**src/msbbp_pkg.sv**
```systemverilog
`default_nettype none

package msbbp_pkg;

    // Field widths of the input and result beats.
    localparam int VALUE_W   = 32;
    localparam int COUNT_W   = 6;
    localparam int BYTE_BITS = 8;
    localparam int HELD_W    = 3;

    // Largest legal write width, in bits.
    localparam int MAX_WIDTH = 32;

    // Working window: up to seven held bits plus a full 32-bit write.
    localparam int WORD_W = VALUE_W + BYTE_BITS;

    // Bytes that one write can complete, plus room for zero.
    localparam int LEFT_W = 3;

    // What the back end has to do with a queued command.
    typedef enum logic [1:0] {
        KIND_WRITE,
        KIND_FLUSH,
        KIND_ERROR
    } t_kind;

    // One classified command as it sits in the queue.
    typedef struct packed {
        t_kind              kind;
        logic [VALUE_W-1:0] value;
        logic [COUNT_W-1:0] count;
    } t_cmd;

    // Queue head as seen by the back end.
    typedef struct packed {
        logic valid;
        t_cmd cmd;
    } t_head;

    // Back-end sequencer states.
    typedef enum logic {
        ST_IDLE,
        ST_EMIT
    } t_state;

endpackage

`default_nettype wire

```
**src/msbbp_front.sv**
```systemverilog
`default_nettype none

module msbbp_front #(
    parameter int DEPTH = 2
) (
    input  wire                          i_clk,
    input  wire                          i_rst_n,
    input  wire                          i_valid,
    output logic                         o_ready,
    input  wire                          i_command,
    input  wire  [msbbp_pkg::VALUE_W-1:0] i_value,
    input  wire  [msbbp_pkg::COUNT_W-1:0] i_count,
    output msbbp_pkg::t_head             o_head,
    input  wire                          i_pop
);
    import msbbp_pkg::*;

    localparam int PTR_W = (DEPTH > 1) ? $clog2(DEPTH) : 1;
    localparam int CNT_W = $clog2(DEPTH + 1);
    localparam logic [PTR_W-1:0] LAST_PTR = PTR_W'(DEPTH - 1);
    localparam logic [CNT_W-1:0] FULL_CNT = CNT_W'(DEPTH);

    t_cmd             r_slot [DEPTH];
    logic [PTR_W-1:0] r_wr_ptr;
    logic [PTR_W-1:0] r_rd_ptr;
    logic [CNT_W-1:0] r_fill;
    t_cmd             n_cmd;
    logic             push;
    logic             pop;

    // Classify the incoming beat.
    always_comb begin
        n_cmd.value = i_value;
        n_cmd.count = i_count;
        if (i_command) begin
            n_cmd.kind = KIND_FLUSH;
        end else if (i_count == '0 || i_count > COUNT_W'(MAX_WIDTH)) begin
            n_cmd.kind = KIND_ERROR;
        end else begin
            n_cmd.kind = KIND_WRITE;
        end
    end

    assign o_ready = (r_fill != FULL_CNT);
    assign push    = i_valid && o_ready;
    assign pop     = i_pop && (r_fill != '0);

    // Queue storage.
    always_ff @(posedge i_clk) begin
        if (push) begin
            r_slot[r_wr_ptr] <= n_cmd;
        end
    end

    // Queue pointers and fill level.
    always_ff @(posedge i_clk) begin
        if (!i_rst_n) begin
            r_wr_ptr <= '0;
            r_rd_ptr <= '0;
            r_fill   <= '0;
        end else begin
            if (push) begin
                r_wr_ptr <= (r_wr_ptr == LAST_PTR) ? '0 : r_wr_ptr + 1'b1;
            end
            if (pop) begin
                r_rd_ptr <= (r_rd_ptr == LAST_PTR) ? '0 : r_rd_ptr + 1'b1;
            end
            if (push && !pop) begin
                r_fill <= r_fill + 1'b1;
            end else if (pop && !push) begin
                r_fill <= r_fill - 1'b1;
            end
        end
    end

    assign o_head.valid = (r_fill != '0);
    assign o_head.cmd   = r_slot[r_rd_ptr];

endmodule

`default_nettype wire

```
**src/msbbp_back.sv**
```systemverilog
`default_nettype none

module msbbp_back (
    input  wire                      i_clk,
    input  wire                      i_rst_n,
    input  msbbp_pkg::t_head         i_head,
    output logic                     o_pop,
    output logic                     o_valid,
    input  wire                      i_ready,
    output logic [7:0]               o_byte,
    output logic                     o_byte_valid,
    output logic                     o_error,
    output logic                     o_last
);
    import msbbp_pkg::*;

    // Packing state.
    t_state              r_state;
    t_state              n_state;
    logic [BYTE_BITS-1:0] r_partial;
    logic [BYTE_BITS-1:0] n_partial;
    logic [HELD_W-1:0]   r_held;
    logic [HELD_W-1:0]   n_held;

    // Window of bits still to be sent as bytes.
    logic [WORD_W-1:0]   r_word;
    logic [WORD_W-1:0]   n_word;
    logic [LEFT_W-1:0]   r_left;
    logic [LEFT_W-1:0]   n_left;
    logic [HELD_W-1:0]   r_rem;
    logic [HELD_W-1:0]   n_rem;

    // Output register.
    logic                r_out_valid;
    logic [BYTE_BITS-1:0] r_out_byte;
    logic                r_out_bv;
    logic                r_out_err;
    logic                r_out_last;
    logic                n_load;
    logic [BYTE_BITS-1:0] n_out_byte;
    logic                n_out_bv;
    logic                n_out_err;
    logic                n_out_last;

    // Write alignment: value bits left-justified, then placed behind the held bits.
    logic [VALUE_W-1:0]  aligned;
    logic [WORD_W-1:0]   merged;
    logic [COUNT_W-1:0]  total;
    logic                out_free;

    assign out_free = !r_out_valid || i_ready;
    assign aligned  = i_head.cmd.value << 5'(COUNT_W'(MAX_WIDTH) - i_head.cmd.count);
    assign merged   = {r_partial, {VALUE_W{1'b0}}} | ({aligned, {BYTE_BITS{1'b0}}} >> r_held);
    assign total    = i_head.cmd.count + COUNT_W'(r_held);

    // Sequencer: next state, state updates and result beats.
    always_comb begin
        n_state    = r_state;
        n_partial  = r_partial;
        n_held     = r_held;
        n_word     = r_word;
        n_left     = r_left;
        n_rem      = r_rem;
        n_load     = 1'b0;
        n_out_byte = '0;
        n_out_bv   = 1'b0;
        n_out_err  = 1'b0;
        n_out_last = 1'b1;
        o_pop      = 1'b0;
        unique case (r_state)
            ST_IDLE: begin
                if (i_head.valid && out_free) begin
                    o_pop  = 1'b1;
                    n_load = 1'b1;
                    unique case (i_head.cmd.kind)
                        KIND_FLUSH: begin
                            if (r_held != '0) begin
                                n_out_byte = r_partial;
                                n_out_bv   = 1'b1;
                            end
                            n_partial = '0;
                            n_held    = '0;
                        end
                        KIND_ERROR: begin
                            n_out_err = 1'b1;
                        end
                        default: begin
                            if (total[COUNT_W-1:HELD_W] == '0) begin
                                // No byte completes: only the pending bits grow.
                                n_partial = merged[WORD_W-1 -: BYTE_BITS];
                                n_held    = total[HELD_W-1:0];
                            end else begin
                                n_load  = 1'b0;
                                n_word  = merged;
                                n_left  = total[COUNT_W-1:HELD_W];
                                n_rem   = total[HELD_W-1:0];
                                n_state = ST_EMIT;
                            end
                        end
                    endcase
                end
            end
            ST_EMIT: begin
                if (out_free) begin
                    n_load     = 1'b1;
                    n_out_byte = r_word[WORD_W-1 -: BYTE_BITS];
                    n_out_bv   = 1'b1;
                    n_out_last = (r_left == LEFT_W'(1));
                    n_word     = r_word << BYTE_BITS;
                    n_left     = r_left - 1'b1;
                    if (r_left == LEFT_W'(1)) begin
                        n_partial = r_word[WORD_W-BYTE_BITS-1 -: BYTE_BITS];
                        n_held    = r_rem;
                        n_state   = ST_IDLE;
                    end
                end
            end
            default: begin
                n_state = ST_IDLE;
            end
        endcase
    end

    // State register.
    always_ff @(posedge i_clk) begin
        if (!i_rst_n) begin
            r_state   <= ST_IDLE;
            r_partial <= '0;
            r_held    <= '0;
        end else begin
            r_state   <= n_state;
            r_partial <= n_partial;
            r_held    <= n_held;
        end
    end

    // Byte window registers.
    always_ff @(posedge i_clk) begin
        r_word <= n_word;
        r_left <= n_left;
        r_rem  <= n_rem;
    end

    // Output beat register.
    always_ff @(posedge i_clk) begin
        if (!i_rst_n) begin
            r_out_valid <= 1'b0;
        end else if (n_load) begin
            r_out_valid <= 1'b1;
        end else if (i_ready) begin
            r_out_valid <= 1'b0;
        end
    end

    always_ff @(posedge i_clk) begin
        if (n_load) begin
            r_out_byte <= n_out_byte;
            r_out_bv   <= n_out_bv;
            r_out_err  <= n_out_err;
            r_out_last <= n_out_last;
        end
    end

    assign o_valid      = r_out_valid;
    assign o_byte       = r_out_byte;
    assign o_byte_valid = r_out_bv;
    assign o_error      = r_out_err;
    assign o_last       = r_out_last;

endmodule

`default_nettype wire

```
**src/msb_first_bit_packer_unit.sv**
```systemverilog
// Channel   Direction  Beat contents
// s_axis    in         tdata: value, bit_count; tuser: command
// m_axis    out        tdata: out_byte; tuser: byte_valid, error; tlast: last
//
// A flush, an error or a write that completes no byte is handled in the back end's
// idle state alone; a write completing bytes then runs the emit loop, one byte per
// cycle while the output is not stalled. The front queue keeps accepting beats while
// it has room, also while the back end works or the output is stalled. Reset is
// synchronous and clears the pending byte, the queue and the output valid flag.
`default_nettype none

module msb_first_bit_packer_unit #(
    parameter int QUEUE_DEPTH = 2
) (
    input  wire         i_clk,
    input  wire         i_rst_n,
    input  wire         i_s_axis_tvalid,
    output logic        o_s_axis_tready,
    input  wire  [39:0] i_s_axis_tdata,   // [31:0] value, [37:32] bit_count, rest zero
    input  wire         i_s_axis_tuser,   // [0] command
    output logic        o_m_axis_tvalid,
    input  wire         i_m_axis_tready,
    output logic [7:0]  o_m_axis_tdata,   // [7:0] out_byte
    output logic [1:0]  o_m_axis_tuser,   // [0] byte_valid, [1] error
    output logic        o_m_axis_tlast
);
    import msbbp_pkg::*;

    t_head head;
    logic  pop;
    logic  byte_valid;
    logic  error;

    msbbp_front #(
        .DEPTH (QUEUE_DEPTH)
    ) u_front (
        .i_clk     (i_clk),
        .i_rst_n   (i_rst_n),
        .i_valid   (i_s_axis_tvalid),
        .o_ready   (o_s_axis_tready),
        .i_command (i_s_axis_tuser),
        .i_value   (i_s_axis_tdata[VALUE_W-1:0]),
        .i_count   (i_s_axis_tdata[VALUE_W +: COUNT_W]),
        .o_head    (head),
        .i_pop     (pop)
    );

    msbbp_back u_back (
        .i_clk        (i_clk),
        .i_rst_n      (i_rst_n),
        .i_head       (head),
        .o_pop        (pop),
        .o_valid      (o_m_axis_tvalid),
        .i_ready      (i_m_axis_tready),
        .o_byte       (o_m_axis_tdata),
        .o_byte_valid (byte_valid),
        .o_error      (error),
        .o_last       (o_m_axis_tlast)
    );

    assign o_m_axis_tuser = {error, byte_valid};

endmodule

`default_nettype wire
```
**config.mk**
```make
export PLATFORM = sky130hd
export DESIGN_NAME = msb_first_bit_packer_unit
export DESIGN_NICKNAME = d
export VERILOG_FILES = /design/src/msbbp_pkg.sv /design/src/msbbp_front.sv /design/src/msbbp_back.sv /design/src/msb_first_bit_packer_unit.sv
export SDC_FILE = /design/constraint.sdc
export NUM_CORES = 1
export LEC_CHECK = 0
export ABC_AREA = 1
export BUFFER_PORTS_ARGS = -buffer_cell sky130_fd_sc_hd__buf_2
export CORE_MARGIN = 5
export CORE_UTILIZATION = 55
export CTS_CLUSTER_SIZE = 16
export DETAILED_ROUTE_END_ITERATION = 12
export PLACE_DENSITY_LB_ADDON = 0.2
export SYNTH_ARGS = -nofsm -noshare
export SYNTH_HDL_FRONTEND = slang
export SYNTH_SLANG_ARGS = --single-unit
```
**constraint.sdc**
```tcl
create_clock -name i_clk -period 8.32 [get_ports i_clk]
set_input_delay 1.248 -clock i_clk [delete_from_list [all_inputs] [get_ports i_clk]]
set_output_delay 1.248 -clock i_clk [all_outputs]
set_load 0.1 [all_outputs]
```
==> results.json, run 1 <==
{
  "h-tree-depth": 4,
  "synth_seq_area_share": 0.467,
  "slew_viol_final": 0,
  "drt_wl_total_um": 22800,
  "clkSinkCount": 154,
  "io_buffers": 55,
  "ys_warn_count": 0,
  "hp-start": "u_front.r_fill[1]",
  "fin_crit_sh": 0.572,
  "drt_iter0_markers": 837,
  "die-area_um2": 20000,
  "finalSetupViolCount": 0,
  "hpwl_um": 15600,
  "die_h_um": 142,
  "cp.required_ns": 8.39,
  "grt_pass1_wl_um": 37700,
  "placed_cell_area_um2": 9770,
  "grt_pass1_vias": 7677,
  "reg2regPathDepth": 17,
  "io_pins": 58,
  "rsz0062_at_grt": "no",
  "yosys.area.top_type_share": 0.429,
  "finalInstanceArea_um2": 10400,
  "timing.final.crit_period_ns": 4.75,
  "gr-usage-all-layers": 0.233,
  "dieWidth_um": 142,
  "cts.repair.resized": 0,
  "async_reset_ff_frac": 0,
  "worst-setup-path-type": "reg2reg",
  "synthTopCellsByArea": "edfxtp_1 43%, nand2_1 17%, nand3_1 16%",
  "drive_gt1_frac": 0.0999,
  "critPathMaxFanout": 61,
  "postCtsHoldBufs": 0,
  "grt_max_degree": 62,
  "cts_setup_buffers": 0,
  "area_growth_pct": 8.94,
  "ys.flop_type": "edfxtp_1",
  "clock_skew_ns": 0.00703,
  "avgSynthCellArea_um2": 7.66,
  "core_region_area_um2": 17100,
  "max_freq_mhz": 210,
  "status": "finished, final reports clean",
  "synthTopCellsByCount": "425 x nand2_1, 301 x nand3_1, 136 x edfxtp_1, 92 x inv_1, 48 x o21ai_0",
  "synth_area_um2": 9520,
  "vias": 8357,
  "firstDrtPassIters": 6,
  "antenna_found_initial": 0,
  "endpoint_kind": "register",
  "cp-start-kind": "register",
  "clkLatencyLatePin_ns": 0.43,
  "r2r_setup_slack_ns": 3.57,
  "fin_tns_setup_ns": 0,
  "nets": 1313,
  "worst_slew_pin_slew_ns": 0.939,
  "arrival_ns": 4.82,
  "path_clk_slew_ns": 0.06,
  "hold_path.class": "reg2reg",
  "overflow": 0,
  "yosysUniqueCellTypes": 44,
  "diodes": 0,
  "synth_top_area_cell": "edfxtp_1",
  "ys_ff_latch": 154,
  "ant_nets": 0,
  "synth_most_common_cell": "nand2_1",
  "synth_nets": 1298,
  "netlist_instances": 1243,
  "relSlewSlack": 0.373,
  "place_congestion": 0.931,
  "cts_made_buffers": 17,
  "hold_viol": 0,
  "synth-edff-count": 136,
  "via_per_inst": 5.59,
  "start_util": 0.556,
  "cts_buffer_depth": 2,
  "r2r-end": "u_back.r_word[11]",
  "worstHoldEndpoint": "u_front.r_fill[1]",
  "rows": 48,
  "hold_path_depth": 2,
  "cap_violations": 0,
  "wl_per_cell_um": 15.3,
  "cts_tree": "built",
  "finalCoreUtilization": 0.606,
  "cts-root-buf": "clkbuf_16",
  "drc": 0
}
-- metal layers --
| metal | track usage | vias to the layer above | part of all wire |
|---|---|---|---|
| met2 | 0.386 | 257 | 0.48 |
| met5 | 0 | - | 0 |
| met1 | 0.318 | 3841 | 0.44 |
| met4 | 0.0677 | 0 | 0.020 |
| li1 | - | 4215 | - |
| met3 | 0.0381 | 44 | 0.056 |
-- how the worst max path moves through the flow --
stage / start / endpoint / cells after the start
2_1_floorplan: register / u_back.r_left[0] / 17
3_3_place_gp: register / u_back.r_word[2] / 17
3_5_place_dp: register / u_back.r_word[7] / 17
4_1_cts: register / u_back.r_word[11] / 17
5_1_grt: register / u_back.r_word[11] / 17
6_report: register / u_back.r_word[11] / 17
-- area by class of cell --
| type | count | area [um2] |
|---|---|---|
| fill | 1563 | 6750 |
| clock inverter | 13 | 156 |
| timing repair buffer | 67 | 365 |
| sequential | 154 | 4450 |
| inverter | 100 | 380 |
| tap | 225 | 282 |
| clock buffer | 19 | 443 |
| multi-input combinational | 918 | 4300 |
-- cells by family (layout without fill, tap and decap cells) --
group | count (synthesis) | after routing | synth area share
fa+ha+maj | 10 | 10 | 0.0139
compound gates | 108 | 108 | 0.0636
flops | 154 | 154 | 0.467
buf+inv | 171 | 199 | 0.0832
xor+xnor | 6 | 6 | 0.00750
mux | 3 | 3 | 0.00447
simple gates | 791 | 791 | 0.360
-- registers in the layout (all words and copies together) (netlist names), named ones only --
signal and flops:
u_back.r_held 3, u_back.r_rem 3, u_front.r_slot 80, u_back.r_partial 8, u_front.r_fill 2, u_back.o_byte_valid 1
u_back.r_left 3, u_back.o_error 1, u_back.r_state 1, u_front.r_rd_ptr 1, u_back.o_last 1, u_back.o_byte 8
u_front.r_wr_ptr 1, u_back.r_word 39, u_back.o_valid 1
-- placed cells by master (no fill, tap or decap), drive strengths merged, types with 3 or more instances in the layout --
cell,synthesis,routed
o21ai,56,56
a21oi,34,34
dfxtp,18,18
clkinvlp,0,4
xor2,3,3
buf,51,67
nand2,433,433
mux2i,3,3
clkbuf,20,19
o211ai,8,8
inv,95,101
nand3,304,304
xnor2,3,3
nor2,42,42
clkinv,5,6
edfxtp,136,136
o22ai,4,4
nand4,4,4
or2,3,3
ha,9,9
-- critical path, cell delays in order (launching register included) --
cell	delay [ns]
dfxtp_2	0.31
buf_4	0.53
inv_4	0.33
nand2_1	0.17
nand2_2	0.40
ha_1	0.43
fa_1	0.41
nand2_1	0.07
inv_1	0.05
o21ai_0	0.18
xor2_1	0.23
nor2_1	0.07
nand2_1	0.08
nand2_1	0.06
nor2_1	0.27
inv_1	0.11
nand2_1	0.16
buf_4	0.48
-- metrics by stage --
step | hold WS [ns] | worst slack, ns | instances
2_1_floorplan | 0.458 | 4.66 | 1243
3_3_place_gp | 0.479 | 3.64 | 1464
3_5_place_dp | 0.494 | 3.59 | 1464
4_1_cts | 0.502 | 3.57 | 1496
5_1_grt | 0.557 | 3.16 | 1496
6_report | 0.497 | 3.57 | 1496
Power of run 1 is not shown: default switching activity piles up to over one toggle a cycle in this logic, so the estimate is an artifact.
==> inputs of run 2 (changes only) <==
--- a/config.mk
+++ b/config.mk
@@ -5,7 +5,7 @@
 export SDC_FILE = /design/constraint.sdc
 export NUM_CORES = 1
 export LEC_CHECK = 0
-export ABC_AREA = 1
+export ABC_AREA = 0
 export BUFFER_PORTS_ARGS = -buffer_cell sky130_fd_sc_hd__buf_2
 export CORE_MARGIN = 5
 export CORE_UTILIZATION = 55
==> constraint.sdc (replaced) <==
create_clock -name i_clk -period 4.64 [get_ports i_clk]
set_input_delay 0.696 -clock i_clk [delete_from_list [all_inputs] [get_ports i_clk]]
set_output_delay 0.696 -clock i_clk [all_outputs]
set_load 0.1 [all_outputs]
==> run 2 against run 1 <==
Compared with the run above:
- final cell count decreased by 22%
- clock skew increased by 0.0028 ns
- count of clock-buffer cells in the layout is the same
- sequential share of layout area is 2.6 points lower
- synthesized cell count shrank 28%
- critical path depth shrank 5
- register-to-register slack got worse by 3.1 ns
- first-iteration DRC count is 17% lower
- setup slack worse by 3.1 ns
- critical endpoint is now u_back.r_word[32]
==> results.json, run 2 <==
{
  "status": "finished, final reports clean",
  "synthMuxAreaShare": 0.209,
  "clkSinkCount": 154,
  "relSlewSlack": 0.238,
  "cts-root-buf": "clkbuf_16",
  "synth_top_family_by_area": "multiplexers",
  "dieWidth_um": 145,
  "finalSetupViolCount": 0,
  "io_pins": 58,
  "path_clk_slew_ns": 0.07,
  "endpoint_kind": "register",
  "antenna_found_initial": 0,
  "gr-usage-all-layers": 0.240,
  "synth_top_area_cell": "edfxtp_1",
  "drc": 0,
  "fin_tns_setup_ns": 0,
  "critPathMaxFanout": 12,
  "cts_setup_buffers": 0,
  "grt_util_met2": 0.388,
  "area_growth_pct": 10.8,
  "place_ws_ns": 0.500,
  "rows": 49,
  "synth_seq_area_share": 0.446,
  "cap_violations": 0,
  "die-area_um2": 20900,
  "synth_most_common_cell": "edfxtp_1",
  "async_reset_ff_frac": 0,
  "synthTopCellsByCount": "136 x edfxtp_1, 97 x mux2i_1, 83 x nor2_1, 58 x nand2_1, 36 x mux2_2",
  "grtUsageMet3": 0.0446,
  "ys_ff_latch": 154,
  "synthTopCellsByArea": "edfxtp_1 41%, mux2i_1 9.7%, mux4_2 6.6%",
  "diodes": 0,
  "netlist_instances": 890,
  "reg2regPathDepth": 12,
  "arrival_ns": 4.47,
  "ys_warn_count": 0,
  "hold_path_depth": 1,
  "drt_wl_total_um": 24400,
  "use_met1": 0.332,
  "grt_pass1_vias": 7227,
  "postCtsHoldBufs": 0,
  "synth_nets": 945,
  "place_congestion": 0.886,
  "worst-setup-path-type": "reg2reg",
  "grt_pass1_wl_um": 39100,
  "max_freq_mhz": 239,
  "vias": 7509,
  "firstDrtPassIters": 5,
  "synth_area_um2": 9970,
  "rsz0062_at_grt": "no",
  "cts_made_buffers": 17,
  "cts_tree": "built",
  "synth-edff-count": 136,
  "cts_buffer_depth": 2,
  "worst_slack_ns": 0.448,
  "overflow": 0,
  "via_per_inst": 6.42,
  "avgSynthCellArea_um2": 11.2,
  "cp-start-kind": "register",
  "fin_crit_sh": 0.904,
  "core_region_area_um2": 17900,
  "regMostFlops": "u_front.r_slot",
  "drt_iter0_markers": 691,
  "grt_max_degree": 63,
  "io_buffers": 55,
  "cp.required_ns": 4.92,
  "nets": 982,
  "hold_viol": 0,
  "slew_viol_final": 0,
  "clkLatencyLatePin_ns": 0.43,
  "clock_skew_ns": 0.00983,
  "ys.flop_type": "edfxtp_1",
  "synthAdderAreaFrac": 0.0133,
  "start_util": 0.557,
  "die_h_um": 145,
  "final_common_cell": "edfxtp_1",
  "yosys.area.top_type_share": 0.410,
  "ant_nets": 0,
  "yosysUniqueCellTypes": 83,
  "top_regs": "u_front.r_slot x80, u_back.r_word x39",
  "cts.repair.resized": 0,
  "synthSimpleGateAreaFrac": 0.101,
  "wl_per_cell_um": 20.8,
  "hold_path.class": "in2reg",
  "synth_compound_area_frac": 0.171,
  "fill_cells": 1443,
  "drive_gt1_frac": 0.222,
  "layout_common_cells": "136 x edfxtp_1, 96 x mux2i_1, 82 x nor2_1",
  "largest_reg_flops": 80,
  "hpwl_um": 17500,
  "worst_slew_pin_slew_ns": 1.14,
  "timing.final.crit_period_ns": 4.19,
  "h-tree-depth": 4,
  "grt.busiest_layer": "met2",
  "synthXorXnorAreaFrac": 0.0104
}
[run 2: changes by cell type in the layout (fill, tap and decap cells not counted), sizes merged, moves of 13 or more]
| cell | change |
|---|---|
| a211oi | +15 |
| buf | +18 |
| inv | -64 |
| mux2 | +37 |
| mux2i | +95 |
| mux4 | +30 |
| nand2 | -375 |
| nand3 | -288 |
| nor2 | +41 |
| nor3 | +13 |
| o21ai | -17 |
[run 2: path summary, 6_finish.rpt]
check / start / endpoint / slack (ns)
hold / removal: i_s_axis_tdata[29] / u_front.r_slot[1][35] / 0.45
hold reg to reg: u_front.r_rd_ptr / u_front.r_rd_ptr / 0.52
setup / recovery: register / u_back.r_word[32] / 0.45
setup reg to reg: register / u_back.r_word[32] / 0.45
[run 2: area by class of cell]
type	instances	area, um2	share of cell area
clock inverter	13	173	0.0156
multi-input combinational	639	5070	0.459
clock buffer	19	443	0.0401
inverter	30	113	0.0102
sequential	154	4450	0.403
tap	229	287	0.0259
timing repair buffer	85	513	0.0464
[run 2: routing by layer]
metal  wire length, um  part of all wire
met5                 0                 0
met4               459             0.019
met3              1320             0.054
met2             11800              0.48
met1             10800              0.44
[run 2: worst max-delay path, cell delays in order (launching register included)]
cell and delay (ns):
dfxtp_2 0.54, mux2i_4 0.33, ha_1 0.41, xor2_4 0.34
buf_4 0.27, buf_4 0.23, mux4_2 0.58, mux2_2 0.34
a21oi_1 0.23, a2111oi_2 0.12, a211oi_1 0.25, a31oi_1 0.13
a31oi_1 0.25
[run 2: cell families (layout without fill, tap and decap cells)]
logic type | Yosys count | count (layout)
compound gates | 234 | 234
flops | 154 | 154
fa+ha+maj | 10 | 10
mux | 165 | 165
buf+inv | 97 | 147
xor+xnor | 11 | 11
simple gates | 219 | 219
[run 2: through the flow]
step | std cells | utilization | hold WS [ns] | instance area (um2)
CTS | 1169 | 0.617 | 0.440 | 11000
global route | 1169 | 0.617 | 0.430 | 11000
finish | 1169 | 0.617 | 0.446 | 11000
floorplan | 890 | - | 0.472 | 9970
global placement | 1137 | 0.583 | 0.490 | 10400
detailed placement | 1137 | 0.583 | 0.501 | 10400
Power of run 2 is left out for the same reason.
==> inputs of run 3 (changes only) <==
--- a/config.mk
+++ b/config.mk
@@ -11,7 +11,7 @@
 export CORE_UTILIZATION = 55
 export CTS_CLUSTER_SIZE = 16
 export DETAILED_ROUTE_END_ITERATION = 12
-export PLACE_DENSITY_LB_ADDON = 0.2
+export PLACE_DENSITY = 0.83
 export SYNTH_ARGS = -nofsm -noshare
 export SYNTH_HDL_FRONTEND = slang
 export SYNTH_SLANG_ARGS = --single-unit
==> run 3 against run 2 <==
Compared with the run above:
- non-clock buffer count is 7 lower
- final cell count is 0.60% lower
- core utilization is 0.60 points lower
- register-to-register slack worse by 0.08 ns
- count of clock-buffer cells in the layout is 1 higher
- critical endpoint is now u_back.r_word[34]
- largest cell class unchanged
- sequential share of layout area is 0.38 points higher
- highest routed layer unchanged
- fmax is 1.9% lower
- hold slack better by 0.0030 ns
- final area is 0.97% lower
- routed wire length is 1.3% lower
==> results.json, run 3 (synthesis gave the netlist of run 2 again) <==
{
  "status": "finished, final reports clean",
  "reg2regPathDepth": 11,
  "cts_tree": "built",
  "finalSetupViolCount": 0,
  "slowest_stage": "edfxtp_1",
  "timing.final.crit_period_ns": 4.27,
  "endpoint": "u_back.r_word[34]",
  "nets": 975,
  "worst_slew_pin_slew_ns": 1.15,
  "crit_chain": "mux2i_4 > ha_1 > and4bb_2 > o21ai_0 > nand2_1 > nor2_1 > a2111oi_2 > a31oi_1 > a221oi_1 > a211oi_1 > a21oi_1",
  "cpPeakStageDelay_ns": 0.73,
  "relSlewSlack": 0.231,
  "io_pins": 58,
  "rsz0062_at_grt": "no",
  "r2r_setup_slack_ns": 0.37,
  "fin_crit_sh": 0.921,
  "final_common_cell": "edfxtp_1",
  "regMostFlops": "u_front.r_slot",
  "hpwl_um": 17000,
  "grt_pass1_wl_um": 38500,
  "wl_met2_um": 11700,
  "h-tree-depth": 4,
  "cp-start-kind": "register",
  "drt_iter0_markers": 953,
  "routed-wl-met3_um": 1780,
  "layout_common_cells": "136 x edfxtp_1, 96 x mux2i_1, 82 x nor2_1",
  "clock_skew_ns": 0.0106,
  "antenna_found_initial": 0,
  "core_region_area_um2": 17900,
  "r2r-end": "u_back.r_word[34]",
  "clkSinkCount": 154,
  "slew_viol_final": 0,
  "vias": 7672,
  "postCtsHoldBufs": 0,
  "critPathMaxFanout": 15,
  "diodes": 0,
  "cts-root-buf": "clkbuf_16",
  "drive_gt1_frac": 0.215,
  "stdcell_count": 1162,
  "grt_max_degree": 63,
  "path_clk_slew_ns": 0.07,
  "topRoutingLayerUsed": "met4",
  "fill_cells": 1434,
  "io_buffers": 55,
  "crit_path_start": "u_front.r_slot[1][0]",
  "top_regs": "u_front.r_slot x80, u_back.r_word x39",
  "cts_setup_buffers": 0,
  "clkLatencyLatePin_ns": 0.43,
  "dieWidth_um": 145,
  "endpoint_kind": "register",
  "max_freq_mhz": 234,
  "place_congestion": 0.970,
  "worst-setup-path-type": "reg2reg",
  "gr-usage-all-layers": 0.235,
  "timing.rr.start": "u_front.r_slot[1][0]",
  "rows": 49,
  "ant_nets": 0,
  "drc": 0,
  "arrival_ns": 4.42,
  "fin_tns_setup_ns": 0,
  "area_growth_pct": 9.74,
  "hold_path.class": "in2reg",
  "grt_pass1_vias": 7297,
  "via_per_inst": 6.60,
  "wl_met1_um": 10000,
  "cts.repair.resized": 0,
  "cap_violations": 0,
  "cp.required_ns": 4.79,
  "die-area_um2": 20900,
  "hold_viol": 0,
  "start_util": 0.557,
  "firstDrtPassIters": 6,
  "cts_buffer_depth": 2,
  "largest_reg_flops": 80,
  "drt_wl_total_um": 24100,
  "cts_made_buffers": 17,
  "die_h_um": 145,
  "wl_per_cell_um": 20.7,
  "overflow": 0,
  "placedCellCount": 1130
}
## run 3: cell types whose count changed in the layout (fill, tap and decap cells not counted)
| cell | change |
|---|---|
| clkinv_8 | -1 |
| clkinv_4 | +1 |
| dfxtp_2 | -1 |
| dfxtp_1 | +1 |
| bufinv_16 | -2 |
| inv_8 | -2 |
| buf_4 | -7 |
| clkinvlp_4 | +3 |
| clkbuf_8 | +1 |
## run 3: metal layers
layer  up-vias  global-route usage
met3        48              0.0453
met1      3723               0.319
met2       355               0.384
met5         -                   0
met4         0              0.0785
li1       3546                   -
## run 3: area by class of cell
class / count / area (um2) / share of cell area
Clock buffer: 20 / 457 / 0.0418
Timing Repair Buffer: 78 / 460 / 0.0421
Sequential cell: 154 / 4450 / 0.407
Clock inverter: 12 / 105 / 0.00961
Inverter: 30 / 113 / 0.0103
Tap cell: 229 / 287 / 0.0262
Multi-Input combinational cell: 639 / 5070 / 0.463
## run 3: through the flow
stage	worst slack, ns	util	hold slack [ns]	cell area, um2
floorplan	0.599	-	0.472	9970
CTS	0.475	0.611	0.442	10900
global placement	0.560	0.580	0.484	10400
global route	0.117	0.611	0.447	10900
finish	0.367	0.611	0.449	10900
detailed placement	0.502	0.580	0.516	10400
## run 3: worst max-delay path: cells and delay by family, from the launching register on
| kind | cells | cell delay, ns |
|---|---|---|
| AOI/OAI and AO/OA | 6 | 1.44 |
| adders and majority gates | 1 | 0.35 |
| DFF | 1 | 0.73 |
| muxes | 1 | 0.14 |
| and+or+nand+nor | 3 | 1.33 |
## run 3: worst min-delay path by stage
stage	from	end	depth (start not counted)
3_3_place_gp	u_front.r_fill[1]	u_front.r_fill[1]	2
6_report	i_s_axis_tdata[1]	u_front.r_slot[0][7]	1
2_1_floorplan	u_front.r_fill[1]	u_front.r_fill[1]	2
4_1_cts	i_s_axis_tdata[18]	u_front.r_slot[0][24]	1
5_1_grt	i_s_axis_tdata[18]	u_front.r_slot[0][24]	1
3_5_place_dp	u_front.r_fill[1]	u_front.r_fill[1]	2
Power of run 3 is left out for the same reason.
